$ cat src/design/address_region_table_defines.svh
// ----------------------------------------------------------------------------
// Address region table assertion macros
// Clocked assertion helpers for the region table RTL.
// ----------------------------------------------------------------------------
`ifndef ADDRESS_REGION_TABLE_DEFINES_SVH
`define ADDRESS_REGION_TABLE_DEFINES_SVH
`ifndef SYNTHESIS
`define ART_ASSERT(lbl, prop) \
    lbl: assert property (@(posedge clk) disable iff (!rst_n) prop) \
        else $error("address_region_table assertion failed");
`define ART_ASSERT_IMP(lbl, ante, cons) \
    lbl: assert property (@(posedge clk) disable iff (!rst_n) (ante) |-> (cons)) \
        else $error("address_region_table implication failed");
`else
`define ART_ASSERT(lbl, prop)
`define ART_ASSERT_IMP(lbl, ante, cons)
`endif
`endif

$ cat src/design/art_pkg.sv
// ----------------------------------------------------------------------------
// Address region table package
// Command and status codes, register indexes, reset defaults and row and cell control types.
// ----------------------------------------------------------------------------
package art_pkg;

    typedef enum logic [2:0] {
        CMD_MAP,
        CMD_MAP_NOREPLACE,
        CMD_UNMAP,
        CMD_PROTECT,
        CMD_CHECK,
        CMD_FIND_FREE,
        CMD_LOOKUP,
        CMD_RESERVED
    } art_cmd_t;

    typedef enum logic [2:0] {
        ST_OK,
        ST_INVALID,
        ST_EXISTS,
        ST_NOMEM,
        ST_FAULT,
        ST_OVERFLOW
    } art_status_t;

    typedef enum logic [1:0] {
        CFG_USER_LOW,
        CFG_USER_TOP,
        CFG_MMAP_BASE,
        CFG_STACK_FLOOR
    } art_cfg_idx_t;

    localparam logic [31:0] RST_USER_LOW    = 32'h0000_1000;
    localparam logic [31:0] RST_USER_TOP    = 32'hC000_0000;
    localparam logic [31:0] RST_MMAP_BASE   = 32'h1000_0000;
    localparam logic [31:0] RST_STACK_FLOOR = 32'h0000_0000;
    localparam logic [31:0] STACK_GUARD     = 32'h0001_0000;

    // table-wide update issued by the sequencer
    typedef struct packed {
        logic insert;
        logic remove;
        logic set_perm;
    } art_row_op_t;

    // per-cell load control
    typedef struct packed {
        logic load_new;
        logic take_prev;
        logic take_next;
        logic set_perm;
    } art_cell_ctl_t;

endpackage

$ cat src/design/art_if.sv
// ----------------------------------------------------------------------------
// Address region table channels
// Valid/ready channels for commands and results.
// ----------------------------------------------------------------------------
interface art_in_if;
    logic        valid;
    logic        ready;
    logic [2:0]  command;
    logic [31:0] base_address;
    logic [31:0] length;
    logic [2:0]  perms;

    modport source (output valid, command, base_address, length, perms, input ready);
    modport sink (input valid, command, base_address, length, perms, output ready);
endinterface

interface art_out_if;
    logic        valid;
    logic        ready;
    logic [2:0]  status;
    logic [31:0] result_address;
    logic [31:0] result_length;
    logic [2:0]  result_perms;
    logic        found;

    modport source (output valid, status, result_address, result_length, result_perms,
                    found, input ready);
    modport sink (input valid, status, result_address, result_length, result_perms,
                  found, output ready);
endinterface

$ cat src/design/art_cell.sv
// ----------------------------------------------------------------------------
// Address region table cell
// Holds one region; loads new data, shifts from a neighbor or updates its permissions.
// ----------------------------------------------------------------------------
module art_cell #(
    parameter int PW = 20
) (
    input  logic                   clk,
    input  art_pkg::art_cell_ctl_t ctl,
    input  logic [PW-1:0]          new_start,
    input  logic [PW-1:0]          new_count,
    input  logic [2:0]             new_perm,
    input  logic [PW-1:0]          prev_start,
    input  logic [PW-1:0]          prev_count,
    input  logic [2:0]             prev_perm,
    input  logic [PW-1:0]          next_start,
    input  logic [PW-1:0]          next_count,
    input  logic [2:0]             next_perm,
    output logic [PW-1:0]          start,
    output logic [PW-1:0]          count,
    output logic [2:0]             perm
);
    import art_pkg::*;

    logic [PW-1:0] start_reg;
    logic [PW-1:0] count_reg;
    logic [2:0]    perm_reg;

    always_ff @(posedge clk)
    begin
        if (ctl.load_new)
        begin
            start_reg <= new_start;
            count_reg <= new_count;
            perm_reg  <= new_perm;
        end
        else if (ctl.take_prev)
        begin
            start_reg <= prev_start;
            count_reg <= prev_count;
            perm_reg  <= prev_perm;
        end
        else if (ctl.take_next)
        begin
            start_reg <= next_start;
            count_reg <= next_count;
            perm_reg  <= next_perm;
        end
        else if (ctl.set_perm)
        begin
            perm_reg <= new_perm;
        end
    end

    assign start = start_reg;
    assign count = count_reg;
    assign perm  = perm_reg;

endmodule

$ cat src/design/art_cell_row.sv
// ----------------------------------------------------------------------------
// Address region table cell row
// Sorted row of region cells with insert, remove and permission update.
// ----------------------------------------------------------------------------
module art_cell_row #(
    parameter int N    = 16,
    parameter int PW   = 20,
    parameter int CNTW = 5
) (
    input  logic                 clk,
    input  art_pkg::art_row_op_t op,
    input  logic [CNTW-1:0]      pos,
    input  logic [PW-1:0]        new_start,
    input  logic [PW-1:0]        new_count,
    input  logic [2:0]           new_perm,
    output logic [PW-1:0]        start [N],
    output logic [PW-1:0]        count [N],
    output logic [2:0]           perm  [N]
);
    import art_pkg::*;

    for (genvar i = 0; i < N; i++)
    begin : g_cell
        art_cell_ctl_t ctl;
        logic [PW-1:0] p_start, p_count, n_start, n_count;
        logic [2:0]    p_perm, n_perm;

        assign ctl.load_new  = op.insert && (pos == CNTW'(i));
        assign ctl.take_prev = op.insert && (pos < CNTW'(i));
        assign ctl.take_next = op.remove && (pos <= CNTW'(i));
        assign ctl.set_perm  = op.set_perm && (pos == CNTW'(i));

        if (i == 0)
        begin : g_first
            assign p_start = new_start;
            assign p_count = new_count;
            assign p_perm  = new_perm;
        end
        else
        begin : g_mid
            assign p_start = start[i-1];
            assign p_count = count[i-1];
            assign p_perm  = perm[i-1];
        end

        if (i == N - 1)
        begin : g_last
            assign n_start = start[i];
            assign n_count = count[i];
            assign n_perm  = perm[i];
        end
        else
        begin : g_inner
            assign n_start = start[i+1];
            assign n_count = count[i+1];
            assign n_perm  = perm[i+1];
        end

        art_cell #(.PW(PW)) u_cell (
            .clk        (clk),
            .ctl        (ctl),
            .new_start  (new_start),
            .new_count  (new_count),
            .new_perm   (new_perm),
            .prev_start (p_start),
            .prev_count (p_count),
            .prev_perm  (p_perm),
            .next_start (n_start),
            .next_count (n_count),
            .next_perm  (n_perm),
            .start      (start[i]),
            .count      (count[i]),
            .perm       (perm[i])
        );
    end

endmodule

$ cat src/design/address_region_table.sv
// ----------------------------------------------------------------------------
// Address region table
// Sorted table of page-aligned regions with map, unmap, protect, check and search.
// ----------------------------------------------------------------------------
// Commands arrive on in_ch, one result per command leaves on out_ch, both
// valid/ready; a transfer happens when valid and ready are high together.
// Registers are written through cfg_we/cfg_index/cfg_data; the user must
// write them only while idle, as the block itself does not enforce it.
// One command is processed at a time. The sequencer walks the cell row one
// region per cycle in its scan state; find free goes back to its limit check
// and rescans from the first region after every overlap it skips. Commands
// rejected by their bounds checks go from idle straight to the done state.
// The result sits in an output register; the next command is accepted in the
// cycle after a result is loaded, but the next result is held back until
// out_ch takes the previous. Reset empties the table and loads the register
// defaults; there is no clearing pass.
// ----------------------------------------------------------------------------
`include "address_region_table_defines.svh"

module address_region_table #(
    parameter int MAX_REGIONS = 16,
    parameter int PAGE_BYTES  = 4096
) (
    input  logic        clk,
    input  logic        rst_n,
    art_in_if.sink      in_ch,
    art_out_if.source   out_ch,
    input  logic        cfg_we,
    input  logic [1:0]  cfg_index,
    input  logic [31:0] cfg_data
);
    import art_pkg::*;

    localparam int PB   = $clog2(PAGE_BYTES);
    localparam int PW   = 32 - PB;
    localparam int IDXW = $clog2(MAX_REGIONS);
    localparam int CNTW = $clog2(MAX_REGIONS + 1);
    localparam logic [31:0] OVF_LIMIT = 32'hFFFF_FFFF - 32'(PAGE_BYTES - 1);
    localparam logic [31:0] PAGE_MASK = 32'(PAGE_BYTES - 1);

    typedef enum logic [2:0] {S_IDLE, S_SCAN, S_LIMIT, S_COMMIT, S_DONE} state_t;

    function automatic logic range_ok(input logic [31:0] s, input logic [31:0] n,
                                      input logic [31:0] lo, input logic [31:0] top);
        range_ok = (n != 32'd0) && (s[PB-1:0] == '0) && (n[PB-1:0] == '0) &&
                   (s >= lo) && (s < top) && (n <= top - s);
    endfunction

    state_t          state_reg, state_next;
    art_cmd_t        cmd_reg, cmd_next;
    logic [31:0]     a_reg, a_next, n_reg, n_next;
    logic [2:0]      p_reg, p_next;
    logic [CNTW-1:0] idx_reg, idx_next, pos_reg, pos_next, count_reg, count_next;
    logic [32:0]     cur_reg, cur_next;
    logic [31:0]     low_reg, top_reg, base_reg, floor_reg;

    art_status_t     res_status_reg, res_status_next;
    logic [31:0]     res_addr_reg, res_addr_next, res_len_reg, res_len_next;
    logic [2:0]      res_perm_reg, res_perm_next;
    logic            res_found_reg, res_found_next;

    logic            outv_reg, outv_next;
    art_status_t     out_status_reg;
    logic [31:0]     out_addr_reg, out_len_reg;
    logic [2:0]      out_perm_reg;
    logic            out_found_reg;
    logic            out_load;

    art_row_op_t     row_op;
    logic [CNTW-1:0] row_pos;
    logic [PW-1:0]   row_new_start;
    logic [PW-1:0]   cell_start [MAX_REGIONS];
    logic [PW-1:0]   cell_count [MAX_REGIONS];
    logic [2:0]      cell_perm  [MAX_REGIONS];

    logic [31:0]     rs, sz;
    logic [32:0]     re, a33, end33, s_end33, limit33;
    logic [2:0]      rp;
    logic            valid_i;
    logic [31:0]     ia, inn, span, nr, s_init;
    art_cmd_t        icmd;

    // current cell
    assign rs      = {cell_start[idx_reg[IDXW-1:0]], PB'(0)};
    assign sz      = {cell_count[idx_reg[IDXW-1:0]], PB'(0)};
    assign rp      = cell_perm[idx_reg[IDXW-1:0]];
    assign re      = {1'b0, rs} + {1'b0, sz};
    assign valid_i = idx_reg < count_reg;
    assign a33     = {1'b0, a_reg};
    assign end33   = a33 + {1'b0, n_reg};
    assign s_end33 = {1'b0, cur_reg[31:0]} + {1'b0, n_reg};
    assign limit33 = (floor_reg > STACK_GUARD) ? {1'b0, floor_reg - STACK_GUARD}
                                               : {1'b0, top_reg};

    assign ia     = in_ch.base_address;
    assign inn    = in_ch.length;
    assign icmd   = art_cmd_t'(in_ch.command);
    assign span   = (top_reg >= base_reg) ? top_reg - base_reg : 32'd0;
    assign nr     = (inn + PAGE_MASK) & ~PAGE_MASK;
    assign s_init = (ia >= base_reg && ia[PB-1:0] == '0) ? ia : base_reg;

    assign in_ch.ready = (state_reg == S_IDLE);
    assign out_load    = (state_reg == S_DONE) && (!outv_reg || out_ch.ready);

    always_comb
    begin
        state_next      = state_reg;
        cmd_next        = cmd_reg;
        a_next          = a_reg;
        n_next          = n_reg;
        p_next          = p_reg;
        idx_next        = idx_reg;
        pos_next        = pos_reg;
        count_next      = count_reg;
        cur_next        = cur_reg;
        res_status_next = res_status_reg;
        res_addr_next   = res_addr_reg;
        res_len_next    = res_len_reg;
        res_perm_next   = res_perm_reg;
        res_found_next  = res_found_reg;
        row_op          = '0;
        row_pos         = idx_reg;
        row_new_start   = (cmd_reg == CMD_FIND_FREE) ? cur_reg[31:PB] : a_reg[31:PB];

        unique case (state_reg)
            S_IDLE:
            begin
                if (in_ch.valid)
                begin
                    cmd_next        = icmd;
                    a_next          = ia;
                    n_next          = inn;
                    p_next          = in_ch.perms;
                    idx_next        = '0;
                    pos_next        = '0;
                    cur_next        = {1'b0, ia};
                    res_status_next = ST_OK;
                    res_addr_next   = '0;
                    res_len_next    = '0;
                    res_perm_next   = '0;
                    res_found_next  = 1'b0;
                    state_next      = S_SCAN;
                    unique case (icmd)
                        CMD_MAP, CMD_MAP_NOREPLACE:
                        begin
                            if (!range_ok(ia, inn, low_reg, top_reg))
                            begin
                                res_status_next = ST_INVALID;
                                state_next      = S_DONE;
                            end
                        end
                        CMD_UNMAP, CMD_PROTECT:
                        begin
                        end
                        CMD_CHECK:
                        begin
                            if (inn == 32'd0 || ia < low_reg || ia >= top_reg ||
                                inn > top_reg - ia)
                            begin
                                res_status_next = ST_FAULT;
                                state_next      = S_DONE;
                            end
                        end
                        CMD_FIND_FREE:
                        begin
                            n_next     = nr;
                            cur_next   = {1'b0, s_init};
                            state_next = S_LIMIT;
                            if (inn == 32'd0 || inn > span)
                            begin
                                res_status_next = ST_INVALID;
                                state_next      = S_DONE;
                            end
                            else if (inn > OVF_LIMIT)
                            begin
                                res_status_next = ST_OVERFLOW;
                                state_next      = S_DONE;
                            end
                        end
                        CMD_LOOKUP:
                        begin
                            if (inn == 32'd0 || ia > ~inn)
                            begin
                                state_next = S_DONE;
                            end
                        end
                        CMD_RESERVED:
                        begin
                            res_status_next = ST_INVALID;
                            state_next      = S_DONE;
                        end
                    endcase
                end
            end

            S_LIMIT:
            begin
                idx_next = '0;
                if (cur_reg >= limit33 || {1'b0, n_reg} > limit33 - cur_reg)
                begin
                    res_status_next = ST_NOMEM;
                    state_next      = S_DONE;
                end
                else
                begin
                    state_next = S_SCAN;
                end
            end

            S_SCAN:
            begin
                idx_next = idx_reg + 1'b1;
                unique case (cmd_reg)
                    CMD_MAP, CMD_MAP_NOREPLACE:
                    begin
                        if (!valid_i)
                        begin
                            state_next = S_COMMIT;
                        end
                        else if (a33 < re && {1'b0, rs} < end33)
                        begin
                            res_status_next = (cmd_reg == CMD_MAP) ? ST_INVALID : ST_EXISTS;
                            state_next      = S_DONE;
                        end
                        else if (rs < a_reg)
                        begin
                            pos_next = idx_reg + 1'b1;
                        end
                    end
                    CMD_UNMAP, CMD_PROTECT:
                    begin
                        if (!valid_i)
                        begin
                            res_status_next = ST_INVALID;
                            state_next      = S_DONE;
                        end
                        else if (rs == a_reg && sz == n_reg)
                        begin
                            if (cmd_reg == CMD_UNMAP)
                            begin
                                row_op.remove = 1'b1;
                                count_next    = count_reg - 1'b1;
                            end
                            else
                            begin
                                row_op.set_perm = 1'b1;
                            end
                            state_next = S_DONE;
                        end
                    end
                    CMD_CHECK:
                    begin
                        if (!valid_i || cur_reg >= end33)
                        begin
                            res_status_next = (cur_reg == end33) ? ST_OK : ST_FAULT;
                            state_next      = S_DONE;
                        end
                        else if (cur_reg < {1'b0, rs})
                        begin
                            res_status_next = ST_FAULT;
                            state_next      = S_DONE;
                        end
                        else if (cur_reg < re)
                        begin
                            if ((rp & p_reg) != p_reg)
                            begin
                                res_status_next = ST_FAULT;
                                state_next      = S_DONE;
                            end
                            else
                            begin
                                cur_next = (re < end33) ? re : end33;
                            end
                        end
                    end
                    CMD_FIND_FREE:
                    begin
                        if (!valid_i)
                        begin
                            pos_next   = count_reg;
                            state_next = S_COMMIT;
                        end
                        else if (s_end33 <= {1'b0, rs})
                        begin
                            pos_next   = idx_reg;
                            state_next = S_COMMIT;
                        end
                        else if (cur_reg < re)
                        begin
                            cur_next   = re;
                            state_next = S_LIMIT;
                        end
                    end
                    CMD_LOOKUP:
                    begin
                        if (!valid_i)
                        begin
                            state_next = S_DONE;
                        end
                        else if (a33 >= {1'b0, rs} && end33 <= re)
                        begin
                            res_addr_next  = rs;
                            res_len_next   = sz;
                            res_perm_next  = rp;
                            res_found_next = 1'b1;
                            state_next     = S_DONE;
                        end
                    end
                    CMD_RESERVED:
                    begin
                        res_status_next = ST_INVALID;
                        state_next      = S_DONE;
                    end
                endcase
            end

            S_COMMIT:
            begin
                row_pos    = pos_reg;
                state_next = S_DONE;
                if (cmd_reg == CMD_FIND_FREE &&
                    !range_ok(cur_reg[31:0], n_reg, low_reg, top_reg))
                begin
                    res_status_next = ST_INVALID;
                end
                else if (count_reg >= CNTW'(MAX_REGIONS))
                begin
                    res_status_next = ST_NOMEM;
                end
                else
                begin
                    row_op.insert   = 1'b1;
                    count_next      = count_reg + 1'b1;
                    res_status_next = ST_OK;
                    if (cmd_reg == CMD_FIND_FREE)
                    begin
                        res_addr_next = cur_reg[31:0];
                        res_len_next  = n_reg;
                    end
                end
            end

            S_DONE:
            begin
                if (out_load)
                begin
                    state_next = S_IDLE;
                end
            end

            default:
            begin
                state_next = S_IDLE;
            end
        endcase
    end

    always_comb
    begin
        outv_next = outv_reg;
        if (out_load)
        begin
            outv_next = 1'b1;
        end
        else if (out_ch.ready)
        begin
            outv_next = 1'b0;
        end
    end

    always_ff @(posedge clk or negedge rst_n)
    begin
        if (!rst_n)
        begin
            state_reg <= S_IDLE;
            count_reg <= '0;
            outv_reg  <= 1'b0;
            low_reg   <= RST_USER_LOW;
            top_reg   <= RST_USER_TOP;
            base_reg  <= RST_MMAP_BASE;
            floor_reg <= RST_STACK_FLOOR;
        end
        else
        begin
            state_reg <= state_next;
            count_reg <= count_next;
            outv_reg  <= outv_next;
            if (cfg_we)
            begin
                unique case (art_cfg_idx_t'(cfg_index))
                    CFG_USER_LOW:    low_reg   <= cfg_data;
                    CFG_USER_TOP:    top_reg   <= cfg_data;
                    CFG_MMAP_BASE:   base_reg  <= cfg_data;
                    CFG_STACK_FLOOR: floor_reg <= cfg_data;
                    default:         low_reg   <= low_reg;
                endcase
            end
        end
    end

    always_ff @(posedge clk)
    begin
        cmd_reg        <= cmd_next;
        a_reg          <= a_next;
        n_reg          <= n_next;
        p_reg          <= p_next;
        idx_reg        <= idx_next;
        pos_reg        <= pos_next;
        cur_reg        <= cur_next;
        res_status_reg <= res_status_next;
        res_addr_reg   <= res_addr_next;
        res_len_reg    <= res_len_next;
        res_perm_reg   <= res_perm_next;
        res_found_reg  <= res_found_next;
        if (out_load)
        begin
            out_status_reg <= res_status_reg;
            out_addr_reg   <= res_addr_reg;
            out_len_reg    <= res_len_reg;
            out_perm_reg   <= res_perm_reg;
            out_found_reg  <= res_found_reg;
        end
    end

    art_cell_row #(
        .N    (MAX_REGIONS),
        .PW   (PW),
        .CNTW (CNTW)
    ) u_row (
        .clk       (clk),
        .op        (row_op),
        .pos       (row_pos),
        .new_start (row_new_start),
        .new_count (n_reg[31:PB]),
        .new_perm  (p_reg),
        .start     (cell_start),
        .count     (cell_count),
        .perm      (cell_perm)
    );

    assign out_ch.valid          = outv_reg;
    assign out_ch.status         = out_status_reg;
    assign out_ch.result_address = out_addr_reg;
    assign out_ch.result_length  = out_len_reg;
    assign out_ch.result_perms   = out_perm_reg;
    assign out_ch.found          = out_found_reg;

    `ART_ASSERT(a_count_bound, count_reg <= CNTW'(MAX_REGIONS))
    `ART_ASSERT_IMP(a_count_step, count_reg != $past(count_reg),
        (count_reg == $past(count_reg) + 1'b1) || (count_reg == $past(count_reg) - 1'b1))
    `ART_ASSERT_IMP(a_found_ok, outv_reg && out_found_reg, out_status_reg == ST_OK)
    `ART_ASSERT_IMP(a_busy_after_accept, in_ch.valid && in_ch.ready, ##1 state_reg != S_IDLE)

endmodule

$ cat src/flat_wrapper.sv
// flat-port wrapper written by rule: the top's interface ports become plain ports
module address_region_table_flat import art_pkg::*;
#(
    parameter int MAX_REGIONS = 16,
    parameter int PAGE_BYTES  = 4096
)
  (clk, rst_n, cfg_we, cfg_index, cfg_data, in_ch_valid, in_ch_command, in_ch_base_address, in_ch_length, in_ch_perms, in_ch_ready, out_ch_valid, out_ch_status, out_ch_result_address, out_ch_result_length, out_ch_result_perms, out_ch_found, out_ch_ready);
  art_in_if in_ch_i ();
  art_out_if out_ch_i ();
  input  logic clk;
  input  logic rst_n;
  input  logic cfg_we;
  input  logic [1:0] cfg_index;
  input  logic [31:0] cfg_data;
  input wire logic [$bits(in_ch_i.valid)-1:0] in_ch_valid;
  input wire logic [$bits(in_ch_i.command)-1:0] in_ch_command;
  input wire logic [$bits(in_ch_i.base_address)-1:0] in_ch_base_address;
  input wire logic [$bits(in_ch_i.length)-1:0] in_ch_length;
  input wire logic [$bits(in_ch_i.perms)-1:0] in_ch_perms;
  output wire logic [$bits(in_ch_i.ready)-1:0] in_ch_ready;
  output wire logic [$bits(out_ch_i.valid)-1:0] out_ch_valid;
  output wire logic [$bits(out_ch_i.status)-1:0] out_ch_status;
  output wire logic [$bits(out_ch_i.result_address)-1:0] out_ch_result_address;
  output wire logic [$bits(out_ch_i.result_length)-1:0] out_ch_result_length;
  output wire logic [$bits(out_ch_i.result_perms)-1:0] out_ch_result_perms;
  output wire logic [$bits(out_ch_i.found)-1:0] out_ch_found;
  input wire logic [$bits(out_ch_i.ready)-1:0] out_ch_ready;
  assign in_ch_i.valid = in_ch_valid;
  assign in_ch_i.command = in_ch_command;
  assign in_ch_i.base_address = in_ch_base_address;
  assign in_ch_i.length = in_ch_length;
  assign in_ch_i.perms = in_ch_perms;
  assign in_ch_ready = in_ch_i.ready;
  assign out_ch_valid = out_ch_i.valid;
  assign out_ch_status = out_ch_i.status;
  assign out_ch_result_address = out_ch_i.result_address;
  assign out_ch_result_length = out_ch_i.result_length;
  assign out_ch_result_perms = out_ch_i.result_perms;
  assign out_ch_found = out_ch_i.found;
  assign out_ch_i.ready = out_ch_ready;
  address_region_table #(.MAX_REGIONS(MAX_REGIONS), .PAGE_BYTES(PAGE_BYTES)) u_core (.clk(clk), .rst_n(rst_n), .in_ch(in_ch_i), .out_ch(out_ch_i), .cfg_we(cfg_we), .cfg_index(cfg_index), .cfg_data(cfg_data));
endmodule
$ cat config.mk
export PLATFORM = sky130hd
export DESIGN_NAME = address_region_table_flat
export DESIGN_NICKNAME = d
export VERILOG_FILES = /design/src/design/art_pkg.sv /design/src/design/art_if.sv /design/src/design/art_cell.sv /design/src/design/art_cell_row.sv /design/src/design/address_region_table.sv /design/src/flat_wrapper.sv
export VERILOG_INCLUDE_DIRS = /design/src /design/src/design
export SDC_FILE = /design/constraint.sdc
export NUM_CORES = 2
export LEC_CHECK = 0
export BUFFER_PORTS_ARGS = -buffer_cell sky130_fd_sc_hd__buf_2
export CAP_MARGIN = 10
export CORE_ASPECT_RATIO = 0.5
export CORE_MARGIN = 1.5
export CORE_UTILIZATION = 50
export CTS_CLUSTER_DIAMETER = 100
export DETAILED_ROUTE_END_ITERATION = 10
export PLACE_DENSITY_LB_ADDON = 0.15
export SLEW_MARGIN = 20
export SYNTH_ARGS = -nofsm -noshare
export SYNTH_HDL_FRONTEND = slang
export SYNTH_HIERARCHICAL = 1
export SYNTH_SLANG_ARGS = --single-unit
$ cat constraint.sdc
create_clock -name clk -period 20.1 [get_ports clk]
set_input_delay 4.02 -clock clk [delete_from_list [all_inputs] [get_ports clk]]
set_output_delay 4.02 -clock clk [all_outputs]
set_load 0.02 [all_outputs]
==> metrics.md <==
| Metric | Value |
|---|---|
| Gate Count Post-Synth | just under 8,000 |
| DRC violations left | 0 |
| Grt met3 use | 9.10% |
| Synth unique cells | ~110 |
| Internal cell power | 6.97 mW |
| Remaining antenna violation count | 0 |
| Routed length per instance | 30.1 um |
| RSZ-0062 raised after global routing | no |
| CORE AREA | ~160,000 um2 |
| Total grt overflow | 0 |
| Maximum root-to-sink buffer count | 3 |
| Die footprint | ~160,000 um2 |
| GR Layer Usage met2 | between 50% and 60% |
| Synth Area per Inst | 10.3 um2 |
| CP max stage delay | ~570 ps |
| Nets | 8,669 |
| Hold Buf Count CTS | 0 |
| Clock period minus worst slack | approximately 9900 ps |
| Synth top area cells | edfxtp_1, ha_1, mux2i_1, nand2_1, dfrtp_1 |
| Clk Latency, worst-skew pair | 770 ps |
| Seq pwr share | 22.8% |
| Root Buffer Master | clkbuf_16 |
| CP max-delay cell | o41a_1 |
| Worst-path maximum fanout | 6 |
| Worst Hold Class | reg -> reg |
| Filler cells | between 10,000 and 15,000 |
| Skew final | 63.7 ps |
| Crit share post-route | 49.1% |
| Largest net degree at the start of global routing | around 110 |
| GRT Util Overall | a little over a third |
| Max Freq | 0.101 GHz |
| Ys flop type | edfxtp_1 |
| Initial Util | 50.3% |
| Final Hold Fails | 0 |
| Via/cell ratio | 6.61 |
| Clock Power Share | 15.0% |
| EDFF count, synth | 943 |
| H-tree levels | 3 |
| # rows | 104 |
| R2R Path Start | u_core/cur_reg[1] |
| Critical path data required time | slightly above 20,000 ps |
| Pleak | 31.2 nW |
| Comb power frac | a little over 60% |
| Status | finished clean |
| Most used cell, CP | o21ai_0 |
| Worst path cell trace | buf_2 -> inv_1 -> ha_1 -> nor2b_1 -> o21ai_0 -> a21boi_0 -> o21ai_0 -> a211oi_1 -> o41a_1 -> a2111o_1 -> a41oi_1 -> o21ai_0 -> xnor2_1 -> ha_1 -> nand4_1 -> nor4_1 -> nor3b_1 -> nand3_1 -> o311ai_0 -> o211ai_1 -> a2111oi_0 -> o32ai_1 -> a211o_1 |
| Initial antenna violation count | 8 |
| Routability cong. | just under 1 |
| Multi-input gate area | 45,600 um2 |
| Vias | 67,200 |
| PnR worst setup slack | 10,240 ps |
| Net Sw Power | roughly 6.7 mW |
| Synth area leader | edfxtp_1 |
| Dpl hpwl | roughly 210,000 um |
| Hold Path Origin | u_core/res_len_reg[28] |
| Setup_tns | 0 ps |
| GRT busiest layer | met2 |
| IO buf count | 181 |
| Area grow syn2layout | 6.91% |
| Endpoints failing setup | 0 |
| CTS clk-pin slew, worst paths | 70 ps |
| Setup CP Type | in -> reg |
| CP Launch Type | input pin |
| VDD IR max | 0.137 mV |
| Routed WL | 306,000 um |
| CTS sink cnt | 1,080 |
| Worst slack at placement | 9630 ps |
| Max Slew Vio Count | 0 |
| Vias in the first global route | 63,200 |
| Synth top area share | 35.0% |
| CTS Buf Count | 106 |
| Critical path endpoint category | register |
| First-pass GRT wire length | 436,000 um |
| I/O pins | around 180 |
| CP delay by family, top | compound AO/OA/AOI/OAI gates |
| Worst-margin pin slew | 1300 ps |
| Cell Area, Synth | 81,000 um2 |
| Sw Ratio | 49.2% |
| Share of cells above drive strength 1 | 11.2% |
| Seq/Total Area, Yosys | 39.2% |
| Crit path arrival time | 10,360 ps |
| Die width | 572 um |
| PwrDens | 158 nW/um2 |
| CP startpoint | in_ch_base_address[1] |
| DR iter-0 viols | between 8,000 and 9,000 |
| Synthesized flop and latch total | 1,080 |
| Post_cts resized | 0 |
| Max Cap Violations | 0 |
| WP buf/inv | 2 |
| Rel. slew slack | between 10% and 20% |
| CTS tree | done |
| GR Util met1 | around 50% |
| Synth Warn # | 6 |
| Design Power | 13.7 mW |
| Ys async rst share | 12.7% |
| Die Y | between 200 and 300 um |
| # Post-CTS Setup Buffers | 0 |
| TritonRoute pass-1 iters | 6 |
| Sequential Area | 31,800 um2 |
layer usage:
layer  routed length (um)  share of wire (%)  vias to the layer above
met2               129000                 42                     4024
met1               123000                 40                    32700
met4                16100                5.3                        0
met5                    0                  0                        -
li1                     -                  -                    29800
met3                38200                 12                      711
per-stage QoR:
stage	std cells	instance area [um2]	utilization [%]	hold slack [ps]
3_3_place_gp	9967	83100	51.7	401
2_1_floorplan	7873	81000	-	400
3_5_place_dp	9967	83100	51.7	405
4_1_cts	10200	86500	53.8	389
6_report	10200	86500	53.8	380
5_1_grt	10200	86500	53.8	412
synthesized netlist by cell type (34+ instances only):
cell and instances:
nor3_2 49, clkbuf_1 179, ha_1 650, inv_1 300, xnor2_1 122, nand4_1 108, buf_6 34, dfrtp_1 133
nand2b_1 64, o22ai_1 67, nor2b_1 48, a21o_1 184, and2_1 48, buf_2 75, a211oi_1 69, buf_12 54
mux4_2 129, mux2_2 134, a21oi_1 374, nor2_1 359, and3_1 36, nand3_1 111, mux2i_1 751, xor2_1 88
nor3_1 166, o21ai_1 547, o21bai_1 37, nor4_1 56, o211ai_1 35, or3_1 42, edfxtp_1 943, nand2_1 978
o21ai_0 370
cell usage in the layout, fill, tap and decap left out, types with 132 or more instances in the layout:
cell type	Yosys	final
buf_2	75	180
nand2_1	978	977
mux2i_1	751	751
a21oi_1	374	367
inv_1	300	299
nor3_1	166	164
a21o_1	184	184
o21ai_1	547	564
o21ai_0	370	347
ha_1	650	650
nor2_1	359	335
mux2_2	134	134
edfxtp_1	943	943
dfrtp_1	133	132
area by class of cell:
type	count	share of cell area [%]
Inverter	303	1.32
Tap cell	2173	3.14
Antenna cell	9	0.0260
Timing Repair Buffer	315	2.26
Clock inverter	61	0.674
Multi-Input combinational cell	6096	52.6
Sequential cell	1080	36.7
Clock buffer	138	3.25
cells by family (layout without fill, tap and decap cells):
| group | Yosys count | count (layout) | share of synthesized area (%) |
|---|---|---|---|
| AO/OA/AOI/OAI | 1986 | 1986 | 14.7 |
| adder cells (fa/ha/maj) | 658 | 658 | 10.2 |
| XOR/XNOR | 210 | 210 | 2.27 |
| multiplexers | 1042 | 1042 | 15.6 |
| buffers and inverters | 697 | 817 | 5.08 |
| AND/OR/NAND/NOR | 2197 | 2197 | 12.9 |
| flip-flops | 1080 | 1080 | 39.2 |
| other | 1 | 12 | 0.00463 |
worst reg2reg max path, delay by kind of cell (launching register included):
family	cells	cell delay [ps]
buf+inv	3	1510
xor+xnor	1	180
flops	1	570
compound gates	16	4230
fa+ha+maj	2	800
simple gates	5	2250
power by group through the flow:
stage          clock network, mW  logic (mW)  registers, mW
6_report                    2.05        8.53           3.12
5_1_grt                     2.15        9.19           3.13
4_1_cts                     2.07        8.29           3.11
3_5_place_dp                   0        8.25           3.15
3_3_place_gp                   0        8.17           3.15
2_1_floorplan                  0        5.57           3.09
final timing paths:
check	end	slack, ps	depth (start not counted)
max in group asynchronous	u_core/state_reg[1]	15810	2
worst max register to register	u_core/u_row/g_cell[1].u_cell/perm[2]	10260	27
worst min-delay path	u_core/out_ch.result_length[28]	380	0
min in group asynchronous	u_core/top_reg[4]	3190	1
worst min register to register	u_core/out_ch.result_length[28]	380	0
worst max-delay path	u_core/res_status_reg[0]	10240	23
Power figures use the tool's default switching activity.
